## src/rtl/pfx_pkg.sv

```systemverilog
// Package for the prefix code bit packer.
// Holds field widths, command codes, the control struct and the length cap helper.
// No dependencies.
package pfx_pkg;

  localparam int BYTE_W               = 8;
  localparam int SYM_W                = 8;
  localparam int TABLE_DEPTH          = 256;
  localparam int CODE_FIELD_W         = 32;
  localparam int LEN_FIELD_W          = 6;
  localparam int DEFAULT_MAX_CODE_LEN = 32;

  typedef enum logic [1:0] {
    CMD_LOAD   = 2'd0,
    CMD_ENCODE = 2'd1,
    CMD_FLUSH  = 2'd2,
    CMD_NONE   = 2'd3
  } cmd_t;

  typedef struct packed {
    logic go;
    logic flush;
  } job_ctl_t;

  function automatic int len_cap(input int max_len);
    return (max_len < CODE_FIELD_W) ? max_len : CODE_FIELD_W;
  endfunction

endpackage

```

## src/rtl/pfx_bit_packer.sv

```systemverilog
// Bit-serial packer: shifts one code bit per cycle into the byte accumulator unless the output stalls.
// Holds the output byte register and handles flush. Depends on pfx_pkg.
module pfx_bit_packer import pfx_pkg::*; #(
  parameter int CODE_W = 32,
  parameter int LEN_W  = 6
) (
  input  logic              clk,
  input  logic              rst,
  input  job_ctl_t          ctl,
  input  logic [CODE_W-1:0] code,
  input  logic [LEN_W-1:0]  len,
  output logic              busy,
  output logic [BYTE_W-1:0] out_byte,
  output logic              last,
  output logic              byte_valid,
  input  logic              byte_ready
);

  localparam int CNT_W = $clog2(BYTE_W);

  typedef enum logic [1:0] {
    P_IDLE,
    P_SHIFT,
    P_FLUSH
  } pstate_t;

  pstate_t           state;
  logic [CODE_W-1:0] sr;
  logic [LEN_W-1:0]  rem;
  logic [BYTE_W-1:0] acc;
  logic [CNT_W-1:0]  cnt;

  logic              slot_free;
  logic              full;
  logic              step;
  logic              emit;
  logic [BYTE_W-1:0] acc_shift;
  logic [LEN_W-1:0]  align;
  logic              last_next;
  logic [CNT_W:0]    pad;

  always_comb begin
    slot_free = !byte_valid || byte_ready;
    full      = (cnt == CNT_W'(BYTE_W - 1));
    step      = (state == P_SHIFT) && (!full || slot_free);
    emit      = (step && full) || ((state == P_FLUSH) && slot_free && (cnt != '0));
    acc_shift = {acc[BYTE_W-2:0], sr[CODE_W-1]};
    align     = LEN_W'(CODE_W) - len;
    last_next = ((LEN_W + 4)'(rem) <= (LEN_W + 4)'(BYTE_W));
    pad       = (CNT_W + 1)'(BYTE_W) - {1'b0, cnt};
    busy      = (state != P_IDLE);
  end

  always_ff @(posedge clk) begin
    if (rst) begin
      state      <= P_IDLE;
      acc        <= '0;
      cnt        <= '0;
      byte_valid <= 1'b0;
    end else begin
      if (emit) begin
        byte_valid <= 1'b1;
      end else if (byte_ready) begin
        byte_valid <= 1'b0;
      end
      unique case (state)
        P_IDLE: begin
          if (ctl.go) begin
            if (ctl.flush) begin
              state <= P_FLUSH;
            end else if (len != '0) begin
              sr    <= code << align;
              rem   <= len;
              state <= P_SHIFT;
            end
          end
        end
        P_SHIFT: begin
          if (step) begin
            sr  <= sr << 1;
            rem <= rem - LEN_W'(1);
            if (full) begin
              out_byte <= acc_shift;
              last     <= last_next;
              acc      <= '0;
              cnt      <= '0;
            end else begin
              acc <= acc_shift;
              cnt <= cnt + CNT_W'(1);
            end
            if (rem == LEN_W'(1)) begin
              state <= P_IDLE;
            end
          end
        end
        P_FLUSH: begin
          if (slot_free) begin
            if (cnt != '0) begin
              out_byte <= acc << pad;
              last     <= 1'b1;
            end
            acc   <= '0;
            cnt   <= '0;
            state <= P_IDLE;
          end
        end
        default: begin
          state <= P_IDLE;
        end
      endcase
    end
  end

`ifndef NO_ASSERTIONS
  // A completed byte always lands in the output register.
  a_byte_emitted: assert property (@(posedge clk) disable iff (rst)
    step && full |=> byte_valid)
    else $error("completed byte was not presented");

  // A flush that finds the output slot free leaves the accumulator empty.
  a_flush_clears: assert property (@(posedge clk) disable iff (rst)
    (state == P_FLUSH) && slot_free |=> (cnt == '0) && (state == P_IDLE))
    else $error("flush did not clear the accumulator");

  // A byte that cannot be placed holds the shifter in place.
  a_stall_holds: assert property (@(posedge clk) disable iff (rst)
    (state == P_SHIFT) && full && !slot_free |=> $stable(rem) && $stable(acc))
    else $error("shifter advanced while the output was blocked");
`endif

endmodule

```

## config.mk

```make
export PLATFORM = sky130hd
export DESIGN_NAME = pfx_bit_packer
export DESIGN_NICKNAME = d
export VERILOG_FILES = /design/src/rtl/pfx_pkg.sv /design/src/rtl/pfx_bit_packer.sv
export SDC_FILE = /design/constraint.sdc
export NUM_CORES = 1
export LEC_CHECK = 0
export BUFFER_PORTS_ARGS = -buffer_cell sky130_fd_sc_hd__buf_4
export CAP_MARGIN = 25
export CORE_MARGIN = 2
export CORE_UTILIZATION = 55
export DETAILED_ROUTE_END_ITERATION = 6
export PLACE_DENSITY = 0.83
export SLEW_MARGIN = 20
export SYNTH_ARGS = -nofsm -noshare
export SYNTH_HDL_FRONTEND = slang
export SYNTH_SLANG_ARGS = --single-unit
```

## constraint.sdc

```tcl
create_clock -name clk -period 13.9 [get_ports clk]
set_clock_uncertainty 0.2 [all_clocks]
set_input_delay 0.695 -clock clk [delete_from_list [all_inputs] [get_ports clk]]
set_output_delay 0.695 -clock clk [all_outputs]
set_load 0.01 [all_outputs]
```

======== Word level (Yosys, flattened, before mapping) ========
Index checks and enable logic that the tools add are counted.
storage, ports and cells
  register bits ........................... 61
  input bits .............................. 43
  output and inout port bits .............. 11
cells by class
  add/sub/neg operators ................... 4
  order comparisons ....................... 1
  equal/unequal tests ..................... 13
  shifts and indexed selects .............. 2
  muxes and demuxes ....................... 37
  bitwise gates (word level) .............. 1
  reductions and logical operators ........ 20
operators by type and width
  kind                 number
  $mux 32              4
  $pmux 32 s2          1
  $mux 8               7
  $pmux 8 s2           2
  $shl 32x6->32        1
  $mux 6               4
  $mux 2               6
  $ne 2x2->1 const B   6
  $pmux 6 s2           1
  $reduce_and 6->1     2
  $mux 3               3
  $reduce_bool 2->1    4
  $shl 8x4->8          1
  $eq 6x1->1 const B   1
  $le 6x4->1 const B   1
  $mux 1               6
  $pmux 2 s3           1
  $pmux 3 s2           1
  $reduce_bool 6->1    1
  $sub 6x1->6 const B  1
  $sub 6x6->6 const A  1
  $reduce_and 5->1     1
  $logic_and 1x1->1    4
  $ne 2x1->1 const B   2
  13 further kinds     16

======== Logic depth before layout (Yosys ltp) ========
  word-level depth ........................ 7
  gate-level depth with buffers ........... 13
  mapped depth without buffers ............ 7

======== Worst setup path after synthesis ========
OpenSTA, ideal clock, no wires.
  path kind ............................... input-to-reg
  start point ............................. input port len[0]
  end point ............................... register rem[0], enable pin
  arrival ................................. 5.685 ns
  slack ................................... 7.483 ns
  stages on the path ...................... 9
  cells stage by stage .................... buf_2 -> clkinv_1 -> buf_1 -> ha_1 -> or3b_4 -> nor3_1 -> nor2_1 -> nor2_1 -> nor4_1
on the way
  cells in the longest elaborated chain, start to end .. 3
ends and longest elaborated chain
  item                        RTL line              text
  from (decl)                 pfx_bit_packer.sv:11  input logic [LEN_W-1:0] len,
  $reduce_bool 6->1           pfx_bit_packer.sv:71  end else if (len != '0) begin
  $ne 2x2->1 (no line)        --
  $reduce_and 6->1 (no line)  --
  to (signal assigned)        pfx_bit_packer.sv:73  rem <= len;
  to (signal assigned)        pfx_bit_packer.sv:81  rem <= rem - LEN_W'(1);
  to (decl)                   pfx_bit_packer.sv:29  logic [LEN_W-1:0] rem;
No other way between the ends.
A chain may end at the register's enable or synchronous reset.

======== Worst setup path after layout ========
  start point ............................. input port len[0]
  end point ............................... register sr[14], enable pin
on the way
  cells in the longest elaborated chain, start to end .. 3
ends and longest elaborated chain
  item                        RTL line              text
  $reduce_bool 6->1           pfx_bit_packer.sv:71
  $ne 2x2->1 (no line)        --
  $reduce_and 6->1 (no line)  --
  to (signal assigned)        pfx_bit_packer.sv:72  sr <= code << align;
  to (signal assigned)        pfx_bit_packer.sv:80  sr <= sr << 1;
  to (decl)                   pfx_bit_packer.sv:28  logic [CODE_W-1:0] sr;
No other way between the ends.

==> qor.csv <==
metric;value;unit
status;completed;
dp_hpwl;7900;µm
clkSlewWorstSetupHoldPaths;80;ps
drv_cap;0;
gr-usage-all-layers;25.2;%
setup_viol;0;
grt_max_degree;46;
antenna_found_initial;0;
hold_path_startpoint;acc[7];
synth_edf_count;47;
first_iter_violations;485;
gp_congestion;0.899;
pre_cts_ws;9470;ps
post_cts_buffers;0;
critPathArrivalTime;3900;ps
wirelength;11000;µm
vdd_drop_max;0.0000493;V
grt_overflow;0;
wl_per_cell;18.0;µm
yosysTopAreaCellShare;30.4;%
worstPathRequired;13690;ps
cp-end-kind;register;
core;8220;µm²
drc_errors;0;
syn_inst;470;
die_w;95.9;µm
startpoint;len[0];
relSlewSlack;35.1;%
worstMarginPinSlew;965;ps
ant_nets;0;
use_met2;41.5;%
fin_crit;4100;ps
grtUsageMet1;34.8;%
route.vias.total;3965;
synth-async-reset-ratio;0;%
clockBufferDepth;2;
worst_slack;9800;ps
fin_crit_sh;29.5;%
final_nets;554;
crit_type;in2reg;
cts_buffers;9;
grt_util_met3;3.92;%
grt_pass1_vias;3726;
grt_pass1_wl;17900;µm
fillers;636;
rows;33;
holdBufCountCts;0;
yosysWarnings;0;
ys_seq_elements;61;
first_pass_iters;5;
ys_seq_area_share;36.4;%
post-synth-top-area-cell;edfxtp_1;
layout-drive-gt1-share;23.8;%
diodes;0;
synthesis.area;4640;µm²
die_area;9190;µm²
insertion_delay;340;ps
hold_viol;0;
r2r-start;cnt[0];
ys_top_cells_by_area;edfxtp_1 30%, mux4_2 13%, nand2_1 7.4%;
cts.sinks;61;
clock.fmax;0.244;GHz
cts-htree-levels;3;
grt-busiest-layer;met2;
yosys.cell_types.count;51;
avgSynthCellArea;9.88;µm²
io-pin-count;54;
finalSetupTns;0;ps
p_leak;2.03;nW
cts_resized;0;
clock-root-buffer;clkbuf_8;
slew_violations;0;
cts_tree;yes;
p_per_area;99.6;nW/µm²
hold_class;reg2reg;
final_core_util;64.1;%
syn_to_final_growth;13.5;%
rsz0062_at_grt;no;
viasPerCell;6.47;
synth_fp_nets;521;
port_buffers;53;
power;524;µW
path_max_fanout;37;
startpoint_type;input pin;
dieHeight;95.9;µm
ys.flop_type;edfxtp_1;
initial_core_util;56.5;%
-- sequential cells by signal, summed over array words and instances, names as in the netlist --
signal      cells
sr             32
acc             8
out_byte        8
rem             6
cnt             3
state           2
byte_valid      1
last            1
-- placed cells by master, fill, tap and decap left out, types with 5 or more instances in the layout --
cell,instances
nor4bb_1,9
inv_1,10
mux2i_1,32
a22o_1,13
nand3_1,16
clkbuf_8,11
nand2b_1,5
dfxtp_1,14
o211ai_1,28
nor2_1,27
a21oi_1,15
a32oi_1,8
edfxtp_1,47
nand2_1,92
mux2_2,6
ha_1,8
o21ai_0,17
nor3_1,11
buf_4,60
mux4_2,27
-- where the power goes --
group | internal [mW] | switching, mW
Clock | 0.0854 | 0.0739
Sequential | 0.211 | 0.00837
Combinational | 0.0631 | 0.0829
Total | 0.359 | 0.165
-- metrics by stage --
stage                     cells  cell area, µm²  hold slack [ps]
after floorplan             470            4640              252
after global placement      595            5050              281
after detailed placement    596            5050              306
after CTS                   612            5260              325
after global routing        613            5270              346
final                       613            5270              327
-- layer usage --
layer	vias to the layer above	wire length, µm
li1	1857	-
met1	1903	4590
met2	190	5450
met3	15	841
met4	0	162
met5	-	0
-- path summary, 6_finish.rpt --
path / endpoint / slack, ps / cells after the start
worst min register to register: acc[7] / 330 / 2
worst max-delay path: sr[14] / 9800 / 9
worst min-delay path: acc[7] / 330 / 2
worst max register to register: sr[14] / 10530 / 6
-- kinds of logic (layout without fill, tap and decap cells) --
group,Yosys count,after routing,share of synthesized area [%]
AOI/OAI and AO/OA,98,98,15.0
xor gates and xnor gates,6,6,1.13
adders and majority gates,8,8,2.16
buffers and inverters,50,88,4.82
DFF,61,61,36.4
muxes,66,66,22.0
and+or+nand+nor,181,181,18.4
-- cells in the mapped netlist, drive strengths merged, types with 5 or more instances --
master	n
nand2	92
edfxtp	47
mux2i	32
mux4	28
o211ai	28
nor2	27
clkbuf	22
buf	17
o21ai	17
a21oi	16
nand3	16
dfxtp	14
a22o	13
nor3	11
inv	10
nor4bb	9
a32oi	8
ha	8
mux2	6
nand2b	5
-- worst max-delay path: stages --
cell and delay (ps):
buf_4 400, clkinv_1 560, ha_1 480, or3b_4 280, nor3_1 50, nor2_1 80, nor2_1 50, nor4_2 740
buf_4 520
-- layout make-up --
cell class / instances / area [µm²] / share of cell area (%)
inverter: 11 / 41.3 / 0.784
sequential: 61 / 1690 / 32.1
tap: 105 / 131 / 2.49
clock inverter: 4 / 27.5 / 0.523
clock buffer: 12 / 176 / 3.35
multi-input combinational: 359 / 2740 / 52.1
timing repair buffer: 61 / 455 / 8.65
Power figures use the tool's default switching activity.
